===== src/hw/rtl/line_sensor_pid_motor_drive_unit_macros.svh =====
// Assertion macros for the line sensor PID motor drive unit.
// Depends on nothing; included by the top level only.
`ifndef LINE_SENSOR_PID_MOTOR_DRIVE_UNIT_MACROS_SVH
`define LINE_SENSOR_PID_MOTOR_DRIVE_UNIT_MACROS_SVH

// same-cycle implication
`define LSPID_ASSERT_IMPLY(label, clk, rst, ante, cons, msg) \
   label: assert property (@(posedge clk) disable iff (rst) (ante) |-> (cons)) else $error(msg);

// next-cycle implication
`define LSPID_ASSERT_NEXT(label, clk, rst, ante, cons, msg) \
   label: assert property (@(posedge clk) disable iff (rst) (ante) |=> (cons)) else $error(msg);

`endif


===== src/hw/rtl/lspid_pkg.sv =====
// Shared types and constants for the line sensor PID motor drive unit.
// Depends on nothing; used by lspid_clamp, the top level and the bench.
package lspid_pkg;

   localparam int SPEED_W = 16;
   localparam int ERR_W   = 4;

   typedef enum logic [2:0] {
      CSR_GAIN_P      = 3'd0,
      CSR_GAIN_I      = 3'd1,
      CSR_GAIN_D      = 3'd2,
      CSR_BASE_SPEED  = 3'd3,
      CSR_SPEED_UPPER = 3'd4,
      CSR_SPEED_LOWER = 3'd5
   } csr_idx_type;

   localparam logic [SPEED_W-1:0] GAIN_P_RST      = 16'd2250;
   localparam logic [SPEED_W-1:0] GAIN_I_RST      = 16'd0;
   localparam logic [SPEED_W-1:0] GAIN_D_RST      = 16'd650;
   localparam logic [SPEED_W-1:0] BASE_SPEED_RST  = 16'd10000;
   localparam logic [SPEED_W-1:0] SPEED_UPPER_RST = 16'd15999;
   localparam logic [SPEED_W-1:0] SPEED_LOWER_RST = 16'd6500;

   localparam logic [7:0] PAT_CENTRE  = 8'h11;
   localparam logic [7:0] PAT_RIGHT_1 = 8'h18;
   localparam logic [7:0] PAT_RIGHT_2 = 8'h1C;
   localparam logic [7:0] PAT_RIGHT_4 = 8'h1E;
   localparam logic [7:0] PAT_LEFT_1  = 8'h03;
   localparam logic [7:0] PAT_LEFT_2  = 8'h07;
   localparam logic [7:0] PAT_LEFT_3  = 8'h0F;

   typedef struct packed {
      logic                    known;
      logic signed [ERR_W-1:0] err;
   } pattern_type;

   function automatic pattern_type map_pattern(input logic [7:0] bits);
      pattern_type r;
      r.known = 1'b1;
      case (bits)
         PAT_CENTRE:  r.err = 4'sd0;
         PAT_RIGHT_1: r.err = 4'sd1;
         PAT_RIGHT_2: r.err = 4'sd2;
         PAT_RIGHT_4: r.err = 4'sd4;
         PAT_LEFT_1:  r.err = -4'sd1;
         PAT_LEFT_2:  r.err = -4'sd2;
         PAT_LEFT_3:  r.err = -4'sd3;
         default: begin
            r.known = 1'b0;
            r.err   = 4'sd0;
         end
      endcase
      return r;
   endfunction

endpackage


===== src/hw/rtl/line_sensor_pid_motor_drive_unit.sv =====
// Line sensor PID motor drive unit: an accepted req beat passes the stage 1, stage 2
// and output registers to rsp_valid; throughput one beat per cycle while rsp_stall stays low.
// Stages: error map and integral update, three gain multiplies, PID sum and clamp.
// Synchronous reset clears gains to defaults, held error and integral to zero,
// and empties the pipeline. Depends on lspid_pkg, lspid_clamp and the macros header.
`include "line_sensor_pid_motor_drive_unit_macros.svh"

module line_sensor_pid_motor_drive_unit #(
   parameter int SUM_WIDTH = 24
) (
   input  logic                                clock,
   input  logic                                reset,
   input  logic                                req_valid,
   output logic                                req_stall,
   input  logic [7:0]                          req_sensor_bits,
   output logic                                rsp_valid,
   input  logic                                rsp_stall,
   output logic [lspid_pkg::SPEED_W-1:0]       rsp_left_match,
   output logic [lspid_pkg::SPEED_W-1:0]       rsp_right_match,
   output logic signed [lspid_pkg::ERR_W-1:0]  rsp_line_error,
   input  logic                                csr_valid,
   output logic                                csr_ready,
   input  logic [2:0]                          csr_index,
   input  logic [lspid_pkg::SPEED_W-1:0]       csr_data
);

   localparam int SW      = lspid_pkg::SPEED_W;
   localparam int EW      = lspid_pkg::ERR_W;
   localparam int DW      = EW + 1;
   localparam int PROD_P_W = SW + 1 + EW;
   localparam int PROD_D_W = SW + 1 + DW;
   localparam int PROD_I_W = SW + 1 + SUM_WIDTH;
   localparam int PID_W   = PROD_I_W + 2;
   localparam int VAL_W   = PID_W + 1;

   logic [SW-1:0] gain_p_ff, gain_i_ff, gain_d_ff;
   logic [SW-1:0] base_speed_ff, speed_upper_ff, speed_lower_ff;

   logic signed [EW-1:0]        held_error_ff, held_error_in;
   logic signed [SUM_WIDTH-1:0] error_sum_ff, error_sum_in;

   logic                        s1_v_ff, s2_v_ff, rsp_valid_ff;
   logic signed [EW-1:0]        s1_err_ff;
   logic signed [DW-1:0]        s1_deriv_ff, deriv_in;
   logic signed [SUM_WIDTH-1:0] s1_sum_ff;
   logic signed [EW-1:0]        s2_err_ff;
   logic signed [PROD_P_W-1:0]  s2_p_ff, p_in;
   logic signed [PROD_D_W-1:0]  s2_d_ff, d_in;
   logic signed [PROD_I_W-1:0]  s2_i_ff, i_in;
   logic [SW-1:0]               left_ff, right_ff, left_in, right_in;
   logic signed [EW-1:0]        err_out_ff;

   logic                        adv_out, adv2, adv1, accept;
   lspid_pkg::pattern_type      pat;
   logic signed [SUM_WIDTH:0]   sum_ext;
   logic signed [PID_W-1:0]     pid;
   logic signed [VAL_W-1:0]     base_v, left_v, right_v;

   // handshake
   assign adv_out   = !rsp_valid_ff || !rsp_stall;
   assign adv2      = !s2_v_ff || adv_out;
   assign adv1      = !s1_v_ff || adv2;
   assign req_stall = !adv1;
   assign accept    = req_valid && adv1;
   assign csr_ready = 1'b1;

   // stage 1: error map, derivative, saturating integral
   assign pat           = lspid_pkg::map_pattern(req_sensor_bits);
   assign held_error_in = pat.known ? pat.err : held_error_ff;
   assign deriv_in      = {held_error_in[EW-1], held_error_in}
                        - {held_error_ff[EW-1], held_error_ff};
   assign sum_ext       = {error_sum_ff[SUM_WIDTH-1], error_sum_ff}
                        + {{(SUM_WIDTH+1-EW){held_error_in[EW-1]}}, held_error_in};

   always_comb begin
      if (sum_ext[SUM_WIDTH] != sum_ext[SUM_WIDTH-1]) begin
         error_sum_in = sum_ext[SUM_WIDTH] ? {1'b1, {(SUM_WIDTH-1){1'b0}}}
                                           : {1'b0, {(SUM_WIDTH-1){1'b1}}};
      end else begin
         error_sum_in = sum_ext[SUM_WIDTH-1:0];
      end
   end

   // stage 2: gain products
   assign p_in = $signed({1'b0, gain_p_ff}) * s1_err_ff;
   assign d_in = $signed({1'b0, gain_d_ff}) * s1_deriv_ff;
   assign i_in = $signed({1'b0, gain_i_ff}) * s1_sum_ff;

   // stage 3: PID sum and motor values
   assign pid = {{(PID_W-PROD_P_W){s2_p_ff[PROD_P_W-1]}}, s2_p_ff}
              + {{(PID_W-PROD_D_W){s2_d_ff[PROD_D_W-1]}}, s2_d_ff}
              + {{(PID_W-PROD_I_W){s2_i_ff[PROD_I_W-1]}}, s2_i_ff};
   assign base_v  = $signed({{(VAL_W-SW){1'b0}}, base_speed_ff});
   assign left_v  = base_v - {pid[PID_W-1], pid};
   assign right_v = base_v + {pid[PID_W-1], pid};

   lspid_clamp #(.VAL_W(VAL_W)) u_clamp_left (
      .value  (left_v),
      .upper  (speed_upper_ff),
      .lower  (speed_lower_ff),
      .result (left_in)
   );

   lspid_clamp #(.VAL_W(VAL_W)) u_clamp_right (
      .value  (right_v),
      .upper  (speed_upper_ff),
      .lower  (speed_lower_ff),
      .result (right_in)
   );

   // control registers
   always_ff @(posedge clock) begin
      if (reset) begin
         gain_p_ff      <= lspid_pkg::GAIN_P_RST;
         gain_i_ff      <= lspid_pkg::GAIN_I_RST;
         gain_d_ff      <= lspid_pkg::GAIN_D_RST;
         base_speed_ff  <= lspid_pkg::BASE_SPEED_RST;
         speed_upper_ff <= lspid_pkg::SPEED_UPPER_RST;
         speed_lower_ff <= lspid_pkg::SPEED_LOWER_RST;
         held_error_ff  <= '0;
         error_sum_ff   <= '0;
         s1_v_ff        <= 1'b0;
         s2_v_ff        <= 1'b0;
         rsp_valid_ff   <= 1'b0;
      end else begin
         if (csr_valid) begin
            case (lspid_pkg::csr_idx_type'(csr_index))
               lspid_pkg::CSR_GAIN_P:      gain_p_ff      <= csr_data;
               lspid_pkg::CSR_GAIN_I:      gain_i_ff      <= csr_data;
               lspid_pkg::CSR_GAIN_D:      gain_d_ff      <= csr_data;
               lspid_pkg::CSR_BASE_SPEED:  base_speed_ff  <= csr_data;
               lspid_pkg::CSR_SPEED_UPPER: speed_upper_ff <= csr_data;
               lspid_pkg::CSR_SPEED_LOWER: speed_lower_ff <= csr_data;
               default: ;
            endcase
         end
         if (accept) begin
            held_error_ff <= held_error_in;
            error_sum_ff  <= error_sum_in;
         end
         if (adv1) begin
            s1_v_ff <= req_valid;
         end
         if (adv2) begin
            s2_v_ff <= s1_v_ff;
         end
         if (adv_out) begin
            rsp_valid_ff <= s2_v_ff;
         end
      end
   end

   // payload registers
   always_ff @(posedge clock) begin
      if (adv1) begin
         s1_err_ff   <= held_error_in;
         s1_deriv_ff <= deriv_in;
         s1_sum_ff   <= error_sum_in;
      end
      if (adv2) begin
         s2_err_ff <= s1_err_ff;
         s2_p_ff   <= p_in;
         s2_d_ff   <= d_in;
         s2_i_ff   <= i_in;
      end
      if (adv_out) begin
         left_ff    <= left_in;
         right_ff   <= right_in;
         err_out_ff <= s2_err_ff;
      end
   end

   assign rsp_valid       = rsp_valid_ff;
   assign rsp_left_match  = left_ff;
   assign rsp_right_match = right_ff;
   assign rsp_line_error  = err_out_ff;

   `LSPID_ASSERT_IMPLY(a_full_on_stall, clock, reset, req_stall, s1_v_ff && s2_v_ff && rsp_valid_ff, "stall with a free stage")
   `LSPID_ASSERT_NEXT(a_unknown_no_deriv, clock, reset, accept && !pat.known, s1_deriv_ff == '0, "unknown pattern gave a derivative")
   `LSPID_ASSERT_IMPLY(a_held_error_range, clock, reset, held_error_ff[EW-1], held_error_ff[2:0] == 3'd5 || held_error_ff[2:0] == 3'd6 || held_error_ff[2:0] == 3'd7, "held error below -3")

endmodule


===== src/hw/rtl/lspid_clamp.sv =====
// Upper then lower clamp of a wide signed motor value to a 16-bit match value.
// Depends on lspid_pkg.
module lspid_clamp #(
   parameter int VAL_W = 44
) (
   input  logic signed [VAL_W-1:0]            value,
   input  logic [lspid_pkg::SPEED_W-1:0]      upper,
   input  logic [lspid_pkg::SPEED_W-1:0]      lower,
   output logic [lspid_pkg::SPEED_W-1:0]      result
);

   logic signed [VAL_W-1:0] up_s;
   logic signed [VAL_W-1:0] lo_s;
   logic signed [VAL_W-1:0] cut_hi;
   logic signed [VAL_W-1:0] cut_lo;

   assign up_s   = $signed({{(VAL_W-lspid_pkg::SPEED_W){1'b0}}, upper});
   assign lo_s   = $signed({{(VAL_W-lspid_pkg::SPEED_W){1'b0}}, lower});
   assign cut_hi = (value > up_s) ? up_s : value;
   assign cut_lo = (cut_hi < lo_s) ? lo_s : cut_hi;
   assign result = cut_lo[lspid_pkg::SPEED_W-1:0];

endmodule


===== config.mk =====
export PLATFORM = sky130hd
export DESIGN_NAME = line_sensor_pid_motor_drive_unit
export DESIGN_NICKNAME = d
export VERILOG_FILES = /design/src/hw/rtl/lspid_pkg.sv /design/src/hw/rtl/line_sensor_pid_motor_drive_unit.sv /design/src/hw/rtl/lspid_clamp.sv
export VERILOG_INCLUDE_DIRS = /design/src /design/src/hw/rtl
export SDC_FILE = /design/constraint.sdc
export NUM_CORES = 2
export LEC_CHECK = 0
export ABC_AREA = 1
export BUFFER_PORTS_ARGS = -buffer_cell sky130_fd_sc_hd__buf_2
export CAP_MARGIN = 15
export CORE_ASPECT_RATIO = 1.1
export CORE_MARGIN = 8
export CORE_UTILIZATION = 33
export DETAILED_ROUTE_END_ITERATION = 16
export GPL_TIMING_DRIVEN = 0
export PLACE_DENSITY = 0.49
export SETUP_SLACK_MARGIN = 0.4
export SLEW_MARGIN = 20
export SYNTH_ARGS = -nofsm -noshare
export SYNTH_HDL_FRONTEND = slang
export SYNTH_SLANG_ARGS = --single-unit

===== constraint.sdc =====
create_clock -name clock -period 7.3 [get_ports clock]
set_input_delay 1.46 -clock clock [delete_from_list [all_inputs] [get_ports clock]]
set_output_delay 1.46 -clock clock [all_outputs]
set_load 0.1 [all_outputs]

==> results.sh <==
export IMPL_min_path_cells=0
export IMPL_placed_area_mm2=0.04129
export IMPL_status="completed"
export IMPL_post_route_min_period_ps=7191
export IMPL_coreArea_mm2=0.1174
export IMPL_crit_arrival_ps=7540
export IMPL_r2r_slack_ps=110
export IMPL_cts_hold_buf=0
export IMPL_cp_slowest_cell="fa_1"
export IMPL_critPathRequiredTime_ps=7650
export IMPL_synth_distinct_cells=53
export IMPL_drv_cap=0
export IMPL_routed_wl_um=121800
export IMPL_wl_met1_um=52600
export IMPL_drive_gt1_share_pct=11.98
export IMPL_syn_area_per_cell_um2=7.578
export IMPL_hold_viol_final=0
export IMPL_netlist_area_mm2=0.03891
export IMPL_start_kind="register"
export IMPL_synth_edf_count=157
export IMPL_start_util_pct=33.14
export IMPL_clkTransAtPathRegs_ps=60
export IMPL_place_congestion=0.9246
export IMPL_core_rowCount=132
export IMPL_cp_max_fo=6
export IMPL_dr_wl_met2_um=60100
export IMPL_grtUsageTotal_pct=18.76
export IMPL_antenna_found_initial=2
export IMPL_async_reset_ff_share_pct=0
export IMPL_path_class="reg2reg"
export IMPL_slew_headroom_pct=31.66
export IMPL_crit_family="adder cells"
export IMPL_nets=6203
export IMPL_routed_top_layer="met5"
export IMPL_num_fill_cells=12160
export IMPL_synthTopCellsByArea="fa_1 25%, nand2_1 13%, edfxtp_1 12%"
export IMPL_critPathMaxStageDelay_ps=430
export IMPL_final_cell_mix="1299 x nand2_1, 1087 x inv_1, 490 x fa_1, 340 x nor2_1, 319 x ha_1"
export IMPL_drc=0
export IMPL_cts_sinks=284
export IMPL_syn_num_nets=6010
export IMPL_mostFrequentLayoutCell="nand2_1"
export IMPL_path_common_cell="nand2_2"
export IMPL_r2r_cells=45
export IMPL_rsz0062_at_grt="true"
export IMPL_firstDrtPassIters=5
export IMPL_wl_per_cell_um=17.64
export IMPL_finalNonFillerCells=6902
export IMPL_fp_dieW_um=343.4
export IMPL_yosys_warnings=0
export IMPL_synth_top_area_cell="fa_1"
export IMPL_ant_nets=0
export IMPL_wl_met3_um=4715
export IMPL_io_pins=71
export IMPL_hp_start="s2_err_ff[0]"
export IMPL_overflow=0
export IMPL_grt_pass1_wl_um=190400
export IMPL_route_vias_total=32530
export IMPL_grt_pass1_vias=33410
export IMPL_htreeDepth=2
export IMPL_setup_violations_final=0
export IMPL_reg2reg_from="s2_p_ff[1]"
export IMPL_hold_end="rsp_line_error[0]"
export IMPL_critical_path_endpoint_type="register"
export IMPL_clock_fmax_mhz=139.1
export IMPL_die_h_um=376.2
export IMPL_drtIter0Drc=1671
export IMPL_cts_buffers_inserted=40
export IMPL_synth_seq_cells=284
export IMPL_insertion_delay_ps=600
export IMPL_crit_buf_inv=10
export IMPL_grt_max_degree=78
export IMPL_crit_cells=45
export IMPL_drv_slew=0
export IMPL_worst_slew_pin_transition_ps=1021
export IMPL_min_path_type="reg2reg"
export IMPL_synth_ff_type="edfxtp_1"
export IMPL_period_share_pct=98.51
export IMPL_synthCells=5135
export IMPL_viasPerCell=4.713
export IMPL_clk_root_buffer_cell="clkbuf_16"
export IMPL_cts_tree="done"
export IMPL_fin_area_mm2=0.04542
export IMPL_fp_dieArea_mm2=0.1292
export IMPL_dp_cells=6750
export IMPL_port_buffers=69
export IMPL_seq_area_frac_synth_pct=18.65
export IMPL_cts_buffer_depth=3
export IMPL_yosysTopAreaCellShare_pct=25.46
export IMPL_skew_ps=34.85
export IMPL_rr_endpoint="rsp_right_match[6]"
export IMPL_hpwl_um=99690
export IMPL_areaGrowthSynthToFinish_pct=16.71
-- layout make-up --
type	count	area (um2)	share of cell area, %
flip-flops and latches	284	7258	15.98
plain buffers	170	1473	3.243
well taps	1541	1928	4.245
multi-input cells	3573	28170	62.02
clock inverters	19	245.2	0.5400
inverters	1109	4174	9.190
clock buffers	55	1087	2.394
repair buffers	149	1075	2.366
repair inverters	1	5.005	0.01102
diodes	1	2.502	0.005510
-- timing repair --
| item | CTS | global route |
|---|---|---|
| gates resized for setup | 398 | 225 |
| pin swaps | 44 | 102 |
| cloned | 2 | 4 |
| setup endpoints to repair | 51 | 65 |
| setup buffers | 32 | 39 |
-- worst register-to-register path, delay by kind of cell, from the launching register on --
kind	cells	cell delay, ps
buffers and inverters	10	1120
adders and majority gates	6	1870
xor gates and xnor gates	2	390
and+or+nand+nor	18	1640
AOI/OAI and AO/OA	9	1540
DFF	1	380
-- per-layer routing --
layer | vias to the layer above | GRT usage [%]
met1 | 15650 | 23.52
met4 | 2 | 5.930
met5 | - | 0
li1 | 16030 | -
met3 | 195 | 2.165
met2 | 646 | 33.51
-- cell families after synthesis --
logic type | synth area share [%]
other | 0.009636
and+or+nand+nor | 21.86
AOI/OAI and AO/OA | 6.945
xor gates and xnor gates | 3.444
DFF | 18.65
adders and majority gates | 36.65
buffers and inverters | 12.44
-- through the flow --
stage | TNS [ps] | worst slack, ps | utilization, % | hold WS [ps]
floorplan | 0 | 502.3 | - | 400.3
global placement | -82310 | -1653 | 35.08 | 405.2
detailed placement | -58130 | -1644 | 35.16 | 418.6
CTS | -187.0 | -35.14 | 37.72 | 431.0
global route | -5350 | -228.7 | 38.67 | 432.5
finish | 0 | 109.0 | 38.68 | 425.5
-- Yosys cell counts, types with 29 or more instances --
master / number
nor2_1: 354
ha_1: 348
edfxtp_1: 157
o21ai_0: 208
dfxtp_1: 127
inv_1: 1103
nand4_1: 42
nand3_1: 205
xor2_1: 109
fa_1: 495
a21oi_1: 220
xnor2_1: 44
clkbuf_1: 156
or2_2: 29
nand2_1: 1349
-- sequential cells by signal (all words and copies together) (netlist names) --
name and cells:
gain_p_ff 16, speed_upper_ff 16, gain_i_ff 16, gain_d_ff 16, error_sum_ff 24, s1_err_ff 4
rsp_valid 1, base_speed_ff 16, held_error_ff 4, s1_v_ff 1, s2_v_ff 1, rsp_left_match 16
rsp_line_error 4, s2_err_ff 4, rsp_right_match 16, s1_deriv_ff 5, speed_lower_ff 16, s2_p_ff 21
s2_i_ff 41, s2_d_ff 22, s1_sum_ff 24
-- how the worst max path moves through the flow --
stage / start / to
6_report: s2_p_ff[1] / rsp_right_match[6]
5_1_grt: s2_p_ff[1] / rsp_right_match[15]
4_1_cts: s2_p_ff[1] / rsp_right_match[7]
3_5_place_dp: s2_p_ff[1] / rsp_right_match[6]
3_3_place_gp: s2_p_ff[1] / rsp_right_match[5]
2_1_floorplan: rsp_stall / req_stall
Power is left out: the tool's default activity adds up to more than one toggle a clock period on the data nets, which glitch-free logic cannot reach.
